==> config.mk <==
export PLATFORM = sky130hd
export DESIGN_NAME = fit_policy_block_allocator_top
export DESIGN_NICKNAME = d
export VERILOG_FILES = /design/src/fpba_pkg.sv /design/src/fpba_cell.sv /design/src/fpba_ctrl.sv /design/src/fit_policy_block_allocator_top.sv
export SDC_FILE = /design/constraint.sdc
export NUM_CORES = 1
export LEC_CHECK = 0
export BUFFER_PORTS_ARGS = -buffer_cell sky130_fd_sc_hd__buf_4
export CORE_AREA = 2 2 356 358
export CTS_BUF_LIST = sky130_fd_sc_hd__clkbuf_8 sky130_fd_sc_hd__clkbuf_16
export CTS_CLUSTER_DIAMETER = 80
export CTS_CLUSTER_SIZE = 10
export DETAILED_ROUTE_END_ITERATION = 7
export DIE_AREA = 0 0 358 360
export GPL_ROUTABILITY_DRIVEN = 0
export HOLD_SLACK_MARGIN = 0.06
export SYNTH_ARGS = -nofsm -noshare
export SYNTH_HDL_FRONTEND = slang
export SYNTH_HIERARCHICAL = 1
export SYNTH_SLANG_ARGS = --single-unit
==> constraint.sdc <==
create_clock -name clk -period 6.6 [get_ports clk]
set_input_delay 0.33 -clock clk [delete_from_list [all_inputs] [get_ports clk]]
set_output_delay 0.33 -clock clk [all_outputs]
set_load 0.01 [all_outputs]
==> src/fpba_pkg.sv <==
package fpba_pkg;

	// Input operation codes.
	localparam logic OP_LOAD    = 1'b0;
	localparam logic OP_REQUEST = 1'b1;

	// Fit policy codes. The unused code behaves as first fit.
	localparam int         POLICY_W   = 2;
	localparam logic [1:0] POL_FIRST  = 2'd0;
	localparam logic [1:0] POL_BEST   = 2'd1;
	localparam logic [1:0] POL_WORST  = 2'd2;

	// Configuration port.
	localparam int         CFG_IDX_W          = 2;
	localparam int         CFG_DATA_W         = 5;
	localparam logic [1:0] REG_FIT_POLICY     = 2'd0;
	localparam logic [1:0] REG_BLOCKS_IN_USE  = 2'd1;

	typedef enum logic [1:0] {
		ST_IDLE,
		ST_SCAN,
		ST_DONE
	} state_t;

	// Controls from the sequencer to the datapath.
	typedef struct packed {
		logic idle;     // ready to take a new input item
		logic load_en;  // a load item is written into the cell row this cycle
		logic capture;  // scan result goes to the output register, grant is applied
	} ctl_t;

endpackage

==> src/fpba_cell.sv <==
module fpba_cell import fpba_pkg::*; #(
	parameter int NUM_BLOCKS = 16,
	parameter int SIZE_BITS  = 16,
	parameter int CELL_IDX   = 0
) (
	input  logic                                clk,
	input  logic                                arst_n,
	input  logic                                load_en,
	input  logic [$clog2(NUM_BLOCKS)-1:0]       load_slot,
	input  logic [SIZE_BITS-1:0]                load_bytes,
	input  logic                                grant_en,
	input  logic [$clog2(NUM_BLOCKS)-1:0]       grant_idx,
	input  logic [SIZE_BITS-1:0]                want,
	input  logic [POLICY_W-1:0]                 policy,
	input  logic [CFG_DATA_W-1:0]               blocks_in_use,
	input  logic                                found_in,
	input  logic [$clog2(NUM_BLOCKS)-1:0]       idx_in,
	input  logic [SIZE_BITS-1:0]                size_in,
	output logic                                found_out,
	output logic [$clog2(NUM_BLOCKS)-1:0]       idx_out,
	output logic [SIZE_BITS-1:0]                size_out,
	output logic                                taken
);

	localparam int IDX_W = $clog2(NUM_BLOCKS);
	localparam int CMP_W = (IDX_W + 1 > CFG_DATA_W) ? IDX_W + 1 : CFG_DATA_W;
	localparam logic [IDX_W-1:0] MY_IDX = IDX_W'(CELL_IDX);

	logic [SIZE_BITS-1:0] size_q;
	logic                 taken_q;
	logic                 found_q;
	logic [IDX_W-1:0]     idx_q;
	logic [SIZE_BITS-1:0] cand_size_q;
	logic                 eligible;
	logic                 take;

	always_comb begin
		eligible = !taken_q && (size_q >= want) &&
			(CMP_W'(CELL_IDX) < CMP_W'(blocks_in_use));
		// Strict compares keep the lower index on a tie.
		take = eligible && (!found_in ||
			(policy == POL_BEST  && size_q < size_in) ||
			(policy == POL_WORST && size_q > size_in));
	end

	always_ff @(posedge clk) begin
		if (load_en && load_slot == MY_IDX) begin
			size_q <= load_bytes;
		end
		if (take) begin
			idx_q       <= MY_IDX;
			cand_size_q <= size_q;
		end else begin
			idx_q       <= idx_in;
			cand_size_q <= size_in;
		end
	end

	always_ff @(posedge clk or negedge arst_n) begin
		if (!arst_n) begin
			taken_q <= 1'b0;
			found_q <= 1'b0;
		end else begin
			if (load_en && load_slot == MY_IDX) begin
				taken_q <= 1'b0;
			end else if (grant_en && grant_idx == MY_IDX) begin
				taken_q <= 1'b1;
			end
			found_q <= found_in || take;
		end
	end

	assign found_out = found_q;
	assign idx_out   = idx_q;
	assign size_out  = cand_size_q;
	assign taken     = taken_q;

endmodule

==> src/fpba_ctrl.sv <==
module fpba_ctrl import fpba_pkg::*; #(
	parameter int NUM_BLOCKS = 16
) (
	input  logic clk,
	input  logic arst_n,
	input  logic in_valid,
	input  logic in_op,
	input  logic out_free,
	output ctl_t ctl
);

	localparam int CNT_W = $clog2(NUM_BLOCKS);

	state_t           state_q;
	state_t           state_d;
	logic [CNT_W-1:0] cnt_q;

	// The input is never stalled while idle, so a valid request there is an accepted one.
	always_comb begin
		state_d = state_q;
		case (state_q)
			ST_IDLE: begin
				if (in_valid && in_op == OP_REQUEST) state_d = ST_SCAN;
			end
			ST_SCAN: begin
				if (cnt_q == CNT_W'(NUM_BLOCKS - 1)) state_d = ST_DONE;
			end
			ST_DONE: begin
				if (out_free) state_d = ST_IDLE;
			end
			default: state_d = ST_IDLE;
		endcase
	end

	always_comb begin
		ctl = '0;
		case (state_q)
			ST_IDLE: begin
				ctl.idle    = 1'b1;
				ctl.load_en = in_valid && in_op == OP_LOAD;
			end
			ST_SCAN: ;
			ST_DONE: begin
				ctl.capture = out_free;
			end
			default: ;
		endcase
	end

	always_ff @(posedge clk or negedge arst_n) begin
		if (!arst_n) begin
			state_q <= ST_IDLE;
			cnt_q   <= '0;
		end else begin
			state_q <= state_d;
			if (state_q == ST_SCAN) begin
				cnt_q <= cnt_q + 1'b1;
			end else begin
				cnt_q <= '0;
			end
		end
	end

endmodule

==> src/fit_policy_block_allocator_top.sv <==
// Fit-policy block allocator. The block holds NUM_BLOCKS memory blocks, each with a size
// and a taken mark, in a row of cells. A load request (op 0) writes the size of one block,
// frees it and restarts the request count. An allocation request (op 1) is matched against
// every free block among the first blocks_in_use: first fit returns the lowest index that
// fits, best fit the smallest fitting block and worst fit the largest, ties going to the
// lower index. The granted block is marked taken until it is loaded again. A candidate
// travels down the cell row one cell per clock; the controller counts the scan states and
// then, once the output register is free, posts the result and marks the grant. The result
// sits in an output register, so the next request is taken while it waits. Configuration
// (register 0 fit_policy, register 1 blocks_in_use) may only be written while no request is
// in flight; writes are always accepted.
module fit_policy_block_allocator_top import fpba_pkg::*; #(
	parameter int NUM_BLOCKS = 16,
	parameter int SIZE_BITS  = 16
) (
	input  logic                          clk,
	input  logic                          arst_n,
	// Input channel.
	input  logic                          in_valid,
	output logic                          in_stall,
	input  logic                          op,
	input  logic [$clog2(NUM_BLOCKS)-1:0] block_slot,
	input  logic [SIZE_BITS-1:0]          block_bytes,
	input  logic [SIZE_BITS-1:0]          request_bytes,
	// Result channel.
	output logic                          out_valid,
	input  logic                          out_stall,
	output logic                          granted,
	output logic [$clog2(NUM_BLOCKS)-1:0] chosen_block,
	output logic [15:0]                   request_number,
	// Configuration write channel.
	input  logic                          cfg_valid,
	output logic                          cfg_ready,
	input  logic [CFG_IDX_W-1:0]          cfg_index,
	input  logic [CFG_DATA_W-1:0]         cfg_data
);

	localparam int IDX_W = $clog2(NUM_BLOCKS);

	ctl_t ctl;
	logic in_acc;
	logic out_free;

	logic [POLICY_W-1:0]   fit_policy_q;
	logic [CFG_DATA_W-1:0] blocks_in_use_q;
	logic [SIZE_BITS-1:0]  want_q;
	logic [15:0]           req_cnt_q;

	logic                  out_valid_q;
	logic                  granted_q;
	logic [IDX_W-1:0]      chosen_q;
	logic [15:0]           req_num_q;

	// Candidate chain: entry 0 feeds the first cell with "nothing found yet",
	// the last entry is the outcome of the whole scan.
	logic                  chain_found [NUM_BLOCKS+1];
	logic [IDX_W-1:0]      chain_idx   [NUM_BLOCKS+1];
	logic [SIZE_BITS-1:0]  chain_size  [NUM_BLOCKS+1];
	logic [NUM_BLOCKS-1:0] taken_vec;

	logic                  tail_found;
	logic [IDX_W-1:0]      tail_idx;
	logic [SIZE_BITS-1:0]  tail_size;

	assign in_acc   = in_valid && !in_stall;
	assign in_stall = !ctl.idle;
	assign out_free = !out_valid_q || !out_stall;
	assign cfg_ready = 1'b1;

	assign chain_found[0] = 1'b0;
	assign chain_idx[0]   = '0;
	assign chain_size[0]  = '0;

	assign tail_found = chain_found[NUM_BLOCKS];
	assign tail_idx   = chain_idx[NUM_BLOCKS];
	assign tail_size  = chain_size[NUM_BLOCKS];

	fpba_ctrl #(
		.NUM_BLOCKS(NUM_BLOCKS)
	) u_ctrl (
		.clk     (clk),
		.arst_n  (arst_n),
		.in_valid(in_valid),
		.in_op   (op),
		.out_free(out_free),
		.ctl     (ctl)
	);

	for (genvar g = 0; g < NUM_BLOCKS; g++) begin : g_cell
		fpba_cell #(
			.NUM_BLOCKS(NUM_BLOCKS),
			.SIZE_BITS (SIZE_BITS),
			.CELL_IDX  (g)
		) u_cell (
			.clk          (clk),
			.arst_n       (arst_n),
			.load_en      (ctl.load_en),
			.load_slot    (block_slot),
			.load_bytes   (block_bytes),
			.grant_en     (ctl.capture && tail_found),
			.grant_idx    (tail_idx),
			.want         (want_q),
			.policy       (fit_policy_q),
			.blocks_in_use(blocks_in_use_q),
			.found_in     (chain_found[g]),
			.idx_in       (chain_idx[g]),
			.size_in      (chain_size[g]),
			.found_out    (chain_found[g+1]),
			.idx_out      (chain_idx[g+1]),
			.size_out     (chain_size[g+1]),
			.taken        (taken_vec[g])
		);
	end

	// The requested size is held for the whole scan.
	always_ff @(posedge clk) begin
		if (in_acc) begin
			want_q <= request_bytes;
		end
		if (ctl.capture) begin
			granted_q <= tail_found;
			chosen_q  <= tail_found ? tail_idx : '0;
			req_num_q <= req_cnt_q;
		end
	end

	always_ff @(posedge clk or negedge arst_n) begin
		if (!arst_n) begin
			fit_policy_q    <= POL_FIRST;
			blocks_in_use_q <= CFG_DATA_W'(16);
			req_cnt_q       <= '0;
			out_valid_q     <= 1'b0;
		end else begin
			if (cfg_valid && cfg_ready) begin
				case (cfg_index)
					REG_FIT_POLICY:    fit_policy_q    <= cfg_data[POLICY_W-1:0];
					REG_BLOCKS_IN_USE: blocks_in_use_q <= cfg_data;
					default: ;
				endcase
			end
			// A load restarts the count; every request, granted or refused, takes a number.
			if (ctl.load_en) begin
				req_cnt_q <= '0;
			end else if (ctl.capture) begin
				req_cnt_q <= req_cnt_q + 16'd1;
			end
			if (ctl.capture) begin
				out_valid_q <= 1'b1;
			end else if (!out_stall) begin
				out_valid_q <= 1'b0;
			end
		end
	end

	assign out_valid      = out_valid_q;
	assign granted        = granted_q;
	assign chosen_block   = chosen_q;
	assign request_number = req_num_q;

	// A grant never picks a block that is already taken.
	a_grant_free: assert property (@(posedge clk) disable iff (!arst_n)
		ctl.capture && tail_found |-> !taken_vec[tail_idx])
		else $error("grant of a taken block");

	// The granted block is marked taken right after the grant.
	a_grant_marks: assert property (@(posedge clk) disable iff (!arst_n)
		ctl.capture && tail_found |=> taken_vec[$past(tail_idx)])
		else $error("granted block not marked taken");

	// A granted block is large enough for the request.
	a_grant_fits: assert property (@(posedge clk) disable iff (!arst_n)
		ctl.capture && tail_found |-> tail_size >= want_q)
		else $error("granted block smaller than the request");

	// A result is only posted into a free output register.
	a_no_overwrite: assert property (@(posedge clk) disable iff (!arst_n)
		ctl.capture |-> !out_valid_q || !out_stall)
		else $error("result overwritten before it was taken");

endmodule
==> run metrics, run 1 <==
status finished, final reports clean; post-CTS resize count 0; Cell Pwr Density around 340 mW/mm^2; antenna violations before repair 7; fin crit share a little under three fifths; H-tree level count 3; drt first pass iters 5; number of max-cap violations 0; Critical Path Max Stage Delay ~0.80 ns; synthesized area 0.0354 mm^2; GRT Resource Usage Total 15.0%; Final Hold Fails 0; CP max FO 20; full die area ~0.13 mm^2; WS Path Type flip-flop to flip-flop; initial DRC count 1798; vias after detailed routing 23400; WL per Instance 19.4 um; Bufs on Longest Clock Path 3; first-pass GRT wire length around 150 mm; Post-DP HPWL 66.9 mm; Setup crit end kind flip-flop; final setup vio count 0; YS warnings 6; DR vias/cell between 4 and 5; largest net degree at the start of global routing 46; clock-pin slew on the worst setup and hold paths roughly 0.060 ns; max_slew headroom 12.8%; Post-Route Setup TNS 0 ns; Post-DRT Antenna Nets 0; std cell rows between 100 and 150; CTS tree yes; P_leak roughly 19 nW; Worst Hold Class input port to flip-flop; unrepaired setup endpoints after global routing false; cts bufs inserted 76; DIE HEIGHT roughly 360 um; grt peak-use layer met2; VDD IR max 0.300 mV; Data arrival, critical path about 4.2 ns; Core ar. ~0.12 mm^2; nets@finish about 3800; Initial Util 28.4%; Worst R2R Setup Slack about 2.9 ns; DRC Markers 0; final hold slack 0.0896 ns; min Tclk post-route approximately 3.7 ns; worst-skew pair later-pin latency ~0.63 ns; Root Driver clkbuf_16; drt total wl about 97 mm; crit-path cells buf_4 -> inv_1 -> ha_1 -> o21a_1 -> nor2_1 -> or4_1 -> nand4_1 -> nand2_1 -> a21oi_2 -> mux2_2; Worst setup SP type flip-flop; Area Growth Syn to Fin 14.8%; overall power 0.0136 W; clock skew about 0.026 ns; met3 Use GR under 10%; die width 358 um; worst path required time slightly above 7 ns; Port Buf Inserts between 70 and 80; met1 Resource Use GR ~20%; IO Pins 73; Max Clock Freq 273 MHz; worst-margin pin slew around 1.3 ns; Finished Core Util 32.6%; share of cells above drive strength 1 ~15%; Post-CTS Setup Repair Bufs 0; fin. max-slew vios 0; slowest stage cell, crit path a21oi_2; Cells after Synth a little over 3000; via count of the first global-routing pass roughly 23000; GRT overflow 0; synthesized area per cell 11.6 um^2; clock sinks around 660; met2 usage approximately a quarter
[worst paths after layout]
kind,endpoint,cells after the start,from
hold / removal,fit_policy_q[0]$_DFFE_PN0P_,3,cfg_index[1]
hold reg to reg,g_cell[1].u_cell/idx_out[0]$_SDFF_PP1_,1,g_cell[0].u_cell/idx_out[0]$_SDFF_PP0_
min in group asynchronous,g_cell[13].u_cell/found_out$_DFF_PN0_,2,arst_n
setup / recovery,g_cell[14].u_cell/size_out[10]$_DFF_P_,10,want_q[2]$_DFFE_PP_
max in group asynchronous,blocks_in_use_q[1]$_DFFE_PN0P_,3,arst_n
setup reg to reg,g_cell[14].u_cell/size_out[10]$_DFF_P_,10,want_q[2]$_DFFE_PP_
[metrics by stage]
step | worst slack (ns) | cells | instance area, um^2
after floorplan | 2.11 | 3097 | 35600
after global placement | 3.02 | 4826 | 38200
after detailed placement | 2.99 | 4826 | 38200
after CTS | 2.94 | 4993 | 40700
after global routing | 2.80 | 4993 | 40700
final | 2.94 | 4994 | 40700
[area by class of cell]
| type | instances | area, um^2 |
|---|---|---|
| clock inverter | 61 | 269 |
| sequential | 659 | 16400 |
| timing repair buffer | 142 | 1130 |
| multi-input combinational | 1868 | 16800 |
| fill | 12500 | 84200 |
| clock buffer | 80 | 1990 |
| antenna | 1 | 2.50 |
| inverter | 533 | 2000 |
| tap | 1650 | 2060 |
[metal layers]
layer / share of wire [%] / wire length (um)
met5: 0.028 / 27
met4: 2.7 / 2600
met3: 5.6 / 5450
met2: 46 / 44600
met1: 46 / 44500
[report_power, final]
group	switching, W	internal, W
clock network	0.00171	0.00216
logic	0.00190	0.00196
registers	0.000756	0.00517
total	0.00436	0.00929
[registers in the layout, summed over array words and instances (netlist names), 16 cells and up]
signal / count
g_cell.u_cell/size_out: 240
request_number: 16
want_q: 16
req_cnt_q: 16
g_cell.u_cell/taken: 16
g_cell.u_cell/size_q: 256
g_cell.u_cell/found_out: 16
g_cell.u_cell/idx_out: 64
[critical path: cells and delay by family (launching register included)]
family                     cells  cell delay (ns)
and+or+nand+nor                4             0.76
DFF                            1             0.76
adders and majority gates      1             0.28
muxes                          1             0.43
buffers and inverters          2             0.37
AOI/OAI and AO/OA              2             0.91
[placed cells by master (no fill, tap or decap), drive strengths merged, types with 27 or more instances in the layout]
master and instances:
a211oi 27, a21o 64, a21oi 198, and2 29, buf 116, clkbuf 80
conb 39, dfrtp 61, dfxtp 304, edfxtp 293, ha 514, inv 591
mux2 253, nand2 101, nand2b 49, nand3 34, nand4 81, nor2 115
nor3 27, nor4 28, o21ai 63
[what timing repair did]
action / CTS / global route
hold buffers: 26 / 0
endpoints found under the setup margin: 0 / 0
endpoints found under the hold margin: 42 / 0
(Power assumes the default switching activity.)
==> inputs of run 2 (changes only) <==
==> constraint.sdc (replaced) <==
create_clock -name clk -period 3.1 [get_ports clk]
set_input_delay 0.155 -clock clk [delete_from_list [all_inputs] [get_ports clk]]
set_output_delay 0.155 -clock clk [all_outputs]
set_load 0.01 [all_outputs]
==> run metrics, run 2 (same netlist as run 1, synthesis figures left out) <==
std cell rows 130 (unchanged); placed cells 4865 (was 4826); overall power 0.0294 W (was 0.0136 W); GRT overflow 0 (unchanged); worst setup path start g_cell[9].u_cell/size_q[13]$_DFFE_PP_ (was want_q[2]$_DFFE_PP_); worst-margin pin slew 0.979 ns (was 1.31 ns); Initial Util 28.4% (unchanged); number of max-cap violations 0 (unchanged); full die area 0.129 mm^2 (unchanged); via count of the first global-routing pass 23400 (was 23300); status finished, final reports clean (unchanged); Port Buf Inserts 71 (unchanged); initial DRC count 1688 (was 1798); design area 0.0417 mm^2 (was 0.0407 mm^2); Routed met2 length 44.1 mm (was 44.6 mm); P_leak 19.3 nW (was 18.9 nW); drt first pass iters 7 (was 5); first-pass GRT wire length 143 mm (was 146 mm); slowest stage cell, crit path or4b_4 (was a21oi_2); worst path required time 3.59 ns (was 7.10 ns); final setup vio count 0 (unchanged); most flop-heavy register g_cell.u_cell/size_q (unchanged); hold_sp cfg_valid (was cfg_index[1]); unrepaired setup endpoints after global routing true (was false); max FFs per register 256 (unchanged); IO Pins 73 (unchanged); commonest non-fill, non-tap cell in the layout inv_1 (unchanged); die width 358 um (unchanged); Worst Hold Class input port to flip-flop (unchanged); vias after detailed routing 23300 (was 23400); Root Driver clkbuf_16 (unchanged); cts bufs inserted 76 (unchanged); fin. max-slew vios 0 (unchanged); Critical Path Max Stage Delay 0.51 ns (was 0.80 ns); CP max FO 8 (was 20); Post-DRT Antenna Nets 0 (unchanged); DR vias/cell 4.61 (was 4.69); Setup crit end kind flip-flop (unchanged); CTS tree yes (unchanged); H-tree level count 3 (unchanged); ant diodes 0 (was 1); Post-DP HPWL 68.1 mm (was 66.9 mm); clock-pin slew on the worst setup and hold paths 0.06 ns (about the same); DRC Markers 0 (unchanged); VDD IR max 0.369 mV (was 0.300 mV); metal3 WL 5.27 mm (was 5.45 mm); min Tclk post-route 3.08 ns (was 3.66 ns); non-filler cells, final 5058 (was 4994); Max Clock Freq 325 MHz (was 273 MHz); fin crit share 99.3% (was 55.4%); clock sinks 659 (unchanged); Core ar. 0.125 mm^2 (unchanged); M1 WL 43.0 mm (was 44.5 mm); WS Path Type flip-flop to flip-flop (unchanged); Placed Area 0.0387 mm^2 (was 0.0382 mm^2); top routing layer used met5 (unchanged); DIE HEIGHT 360 um (unchanged); GRT Resource Usage Total 14.6% (was 15.0%); antenna violations before repair 16 (was 7); largest net degree at the start of global routing 30 (was 46); Post-Route Setup TNS 0 ns (unchanged); clock skew 0.0279 ns (was 0.0259 ns); nets@finish 3909 (was 3843); share of cells above drive strength 1 16.8% (was 15.1%); drt total wl 95.2 mm (was 97.1 mm); Data arrival, critical path 3.57 ns (was 4.16 ns); Reg2Reg Launch Point g_cell[9].u_cell/size_q[13]$_DFFE_PP_ (was want_q[2]$_DFFE_PP_); WL per Instance 18.8 um (was 19.4 um); Final Hold Fails 0 (unchanged); Worst setup SP type flip-flop (unchanged); max_slew headroom 34.7% (was 12.8%); Bufs on Longest Clock Path 3 (unchanged); Area Growth Syn to Fin 17.6% (was 14.8%); most frequent cells in the layout 586 x inv_1, 513 x ha_1, 304 x dfxtp_1 (was 588 x inv_1, 514 x ha_1, 304 x dfxtp_1); Cell Pwr Density 706 mW/mm^2 (was 336 mW/mm^2); worst-skew pair later-pin latency 0.62 ns (was 0.63 ns); crit-path cells ha_4 -> buf_6 -> nand4_1 -> nor2_1 -> or4_4 -> or4b_4 -> a311oi_4 -> buf_4 -> buf_12 -> mux2_4 (was buf_4 -> inv_1 -> ha_1 -> o21a_1 -> nor2_1 -> or4_1 -> nand4_1 -> nand2_1 -> a21oi_2 -> mux2_2)
-- run 2: final cells by class --
class | count | area [um^2]
clock inverter | 59 | 289
multi-input combinational | 1868 | 16900
inverter | 533 | 2000
sequential | 659 | 16400
clock buffer | 81 | 2020
tap | 1650 | 2060
fill | 12400 | 83300
timing repair buffer | 208 | 1930
-- run 2: path summary, 6_finish.rpt --
| check | to | slack [ns] | cells after the start |
|---|---|---|---|
| worst min-delay path | blocks_in_use_q[2]$_DFFE_PN0P_ | 0.10 | 3 |
| worst max register to register | g_cell[9].u_cell/size_out[8]$_DFF_P_ | 0.02 | 10 |
| worst max-delay path | g_cell[9].u_cell/size_out[8]$_DFF_P_ | 0.02 | 10 |
| min in group asynchronous | req_cnt_q[4]$_DFFE_PN0P_ | 0.21 | 3 |
| max in group asynchronous | g_cell[7].u_cell/found_out$_DFF_PN0_ | 1.59 | 3 |
| worst min register to register | g_cell[2].u_cell/idx_out[1]$_SDFF_PP1_ | 0.41 | 1 |
-- run 2: per-layer routing --
layer	global-route usage [%]	vias up
met1	19.5	11200
met2	23.9	550
met3	2.38	153
li1	-	11400
met4	4.70	8
met5	0	-
-- run 2: where the power goes --
part           internal (W)  switching, W
combinational       0.00448       0.00414
clock               0.00474       0.00356
sequential           0.0110       0.00149
total                0.0202       0.00919
-- run 2: per-stage QoR --
step                      util [%]  setup WS (ns)  hold slack [ns]
after floorplan                  -          0.116           -0.141
after global placement        31.0        -0.0172           0.0926
after detailed placement      31.0       -0.00933           0.0945
after CTS                     33.2         0.0171           0.0787
after global routing          33.3        -0.0481            0.118
final                         33.3         0.0213            0.102
-- run 2: worst max-delay path: cells and delay by family (launching register included) --
family / cells / cell delay [ns]
simple gates: 4 / 1.19
fa+ha+maj: 1 / 0.28
buf+inv: 3 / 0.42
flops: 1 / 0.45
mux: 1 / 0.30
compound gates: 1 / 0.34
-- run 2: repair_timing --
item / 4_1_cts / 5_1_grt
hold buffers: 47 / 0
gates resized for setup: 2 / 30
hold endpoints to repair: 348 / 0
endpoints found under the setup margin: 16 / 49
buffers inserted: 0 / 6
pin swaps: 1 / 6
==> inputs of run 3 (changes only) <==
--- a/config.mk
+++ b/config.mk
@@ -14,6 +14,7 @@
 export DIE_AREA = 0 0 358 360
 export GPL_ROUTABILITY_DRIVEN = 0
 export HOLD_SLACK_MARGIN = 0.06
+export PLACE_DENSITY = 0.48
 export SYNTH_ARGS = -nofsm -noshare
 export SYNTH_HDL_FRONTEND = slang
 export SYNTH_HIERARCHICAL = 1
==> run metrics, run 3 (same netlist as run 1, synthesis figures left out) <==
status finished, final reports clean (unchanged); GRT overflow 0 (unchanged); DR vias/cell 4.56 (was 4.61); Initial Util 28.4% (unchanged); fin crit share 97.8% (was 99.3%); Post-DP HPWL 73.6 mm (was 68.1 mm); switch share 32.1% (was 31.2%); final setup vio count 0 (unchanged); fin. max-slew vios 0 (unchanged); overall power 0.0294 W (about the same); sequential share of power 43.0% (was 42.5%); min Tclk post-route 3.03 ns (was 3.08 ns); drt total wl 103 mm (was 95.2 mm); design area 0.0416 mm^2 (was 0.0417 mm^2); initial DRC count 1275 (was 1688); WL per Instance 20.3 um (was 18.8 um); vias after detailed routing 23100 (was 23300); Clock power frac 28.1% (was 28.2%); clock skew 0.0381 ns (was 0.0279 ns); H-tree level count 3 (unchanged); CTS tree yes (unchanged); Worst Hold Class input port to async pin (was input port to flip-flop); Data arrival, critical path 3.54 ns (was 3.57 ns); DRC Markers 0 (unchanged); std cell rows 130 (unchanged); R2R cell count 8 (was 10); antenna violations before repair 12 (was 16); final hold slack 0.149 ns (was 0.102 ns); NetSw 0.00945 W (was 0.00919 W); largest net degree at the start of global routing 40 (was 30); first-pass GRT wire length 154 mm (was 143 mm); Core ar. 0.125 mm^2 (unchanged); DIE HEIGHT 360 um (unchanged); FILL cells 12500 (was 12400); Cell Pwr Density 707 mW/mm^2 (was 706 mW/mm^2); Port Buf Inserts 71 (unchanged); via count of the first global-routing pass 23600 (was 23400); full die area 0.129 mm^2 (unchanged); Max Clock Freq 330 MHz (was 325 MHz); GRT Resource Usage Total 16.1% (was 14.6%); register area 0.0164 mm^2 (unchanged); Bufs on Longest Clock Path 3 (unchanged); max_slew headroom 34.8% (was 34.7%); area of the multi-input gates 0.0169 mm^2 (about the same); worst-skew pair later-pin latency 0.64 ns (was 0.62 ns); Area Growth Syn to Fin 17.5% (was 17.6%); Comb power frac 28.9% (was 29.3%); P_leak 19.3 nW (about the same); Root Driver clkbuf_16 (unchanged); Placed Area 0.0388 mm^2 (was 0.0387 mm^2); drt first pass iters 5 (was 7); non-filler cells, final 5070 (was 5058); unrepaired setup endpoints after global routing false (was true); number of max-cap violations 0 (unchanged); most flop-heavy register g_cell.u_cell/size_q (unchanged); most frequent cells in the layout 590 x inv_1, 513 x ha_1, 304 x dfxtp_1 (was 586 x inv_1, 513 x ha_1, 304 x dfxtp_1); worst setup path start g_cell[9].u_cell/size_q[13]$_DFFE_PP_ (unchanged); Final Hold Fails 0 (unchanged); Post-DRT Antenna Nets 0 (unchanged); crit-path cells ha_4 -> a211oi_2 -> nor2_1 -> or4_4 -> or4b_4 -> a311oi_4 -> buf_6 -> mux2_1 (was ha_4 -> buf_6 -> nand4_1 -> nor2_1 -> or4_4 -> or4b_4 -> a311oi_4 -> buf_4 -> buf_12 -> mux2_4); max FFs per register 256 (unchanged); cts bufs inserted 76 (unchanged); clock-pin slew on the worst setup and hold paths 0.06 ns (about the same); WS Path Type flip-flop to flip-flop (unchanged); worst-margin pin slew 0.977 ns (was 0.979 ns); commonest non-fill, non-tap cell in the layout inv_1 (unchanged); worst path required time 3.61 ns (was 3.59 ns); Post-Route Setup TNS 0 ns (unchanged); clock sinks 659 (unchanged); IO Pins 73 (unchanged); VDD IR max 0.416 mV (was 0.369 mV); worst setup path end g_cell[9].u_cell/size_out[12]$_DFF_P_ (was g_cell[9].u_cell/size_out[8]$_DFF_P_); die width 358 um (unchanged); slowest stage cell, crit path or4_4 (was or4b_4); share of cells above drive strength 1 16.5% (was 16.8%); Worst R2R Setup Slack 0.07 ns (was 0.02 ns); FF-to-FF End g_cell[9].u_cell/size_out[12]$_DFF_P_ (was g_cell[9].u_cell/size_out[8]$_DFF_P_); Reg2Reg Launch Point g_cell[9].u_cell/size_q[13]$_DFFE_PP_ (unchanged); Critical Path Max Stage Delay 0.53 ns (was 0.51 ns); placed cells 4875 (was 4865); Worst setup SP type flip-flop (unchanged); Setup crit end kind flip-flop (unchanged); nets@finish 3918 (was 3909); Power Internal 0.0200 W (was 0.0202 W); CP max FO 5 (was 8)
==> run 3: cell count changes in the layout (fill, tap and decap cells not counted), sizes merged <==
| cell | previous run | this run |
|---|---|---|
| clkinvlp | 1 | 0 |
| diode | 0 | 1 |
| bufinv | 1 | 0 |
| dlygate4sd3 | 47 | 48 |
| clkbuf | 81 | 79 |
| buf | 161 | 169 |
| inv | 586 | 593 |
| clkinv | 4 | 3 |
==> run 3: routing by layer <==
layer / vias up / routed length, um / GRT usage, %
met2: 366 / 48600 / 26.9
met1: 11200 / 48700 / 22.0
met5: - / 27 / 0
met4: 4 / 1890 / 3.72
li1: 11400 / - / -
met3: 135 / 3810 / 2.03
==> run 3: worst min path at each step <==
stage	from	endpoint	slack, ns	cells past startpoint
3_3_place_gp	arst_n	g_cell[12].u_cell/found_out$_DFF_PN0_	0.28	1
6_report	arst_n	g_cell[11].u_cell/found_out$_DFF_PN0_	0.15	2
4_1_cts	cfg_valid	blocks_in_use_q[2]$_DFFE_PN0P_	0.09	3
3_5_place_dp	arst_n	g_cell[12].u_cell/found_out$_DFF_PN0_	0.28	1
5_1_grt	cfg_valid	blocks_in_use_q[2]$_DFFE_PN0P_	0.15	3
2_1_floorplan	arst_n	blocks_in_use_q[0]$_DFFE_PN0P_	-0.14	0
==> run 3: repair_timing <==
item | in CTS | in global routing
cloned | 0 | 1
endpoints found under the setup margin | 10 | 39
pin swaps | 1 | 2
resized for setup | 1 | 17
hold buffers | 48 | 0
hold endpoints to repair | 333 | 0
buffers inserted | 1 | 2
==> run 3: power groups by stage <==
stage | clock [W] | sequential (W) | combinational (W)
final | 0.00827 | 0.0127 | 0.00852
after global routing | 0.00887 | 0.0129 | 0.00962
after global placement | 0 | 0.0130 | 0.00819
after floorplan | 0 | 0.0119 | 0.00626
after CTS | 0.00854 | 0.0127 | 0.00853
after detailed placement | 0 | 0.0128 | 0.00839
==> run 3: area by class of cell <==
cell class | instances | area share, %
clock buffers | 79 | 4.75
repair buffers | 217 | 4.77
multi-input cells | 1868 | 40.5
well taps | 1650 | 4.96
diodes | 1 | 0.00601
flip-flops and latches | 659 | 39.5
inverters | 533 | 4.81
clock inverters | 63 | 0.664
==> run 3: per-stage QoR <==
step	util [%]	worst slack, ns
after floorplan	-	0.116
final	33.3	0.0671
after CTS	33.2	0.0318
after global placement	31.0	-0.0436
after global routing	33.3	0.00344
after detailed placement	31.0	-0.0341
==> run 3: critical path: cells and delay by family, from the launching register on <==
kind | cells | cell delay (ns)
muxes | 1 | 0.33
buffers and inverters | 1 | 0.19
and+or+nand+nor | 3 | 1.12
DFF | 1 | 0.43
AOI/OAI and AO/OA | 2 | 0.61
adders and majority gates | 1 | 0.24
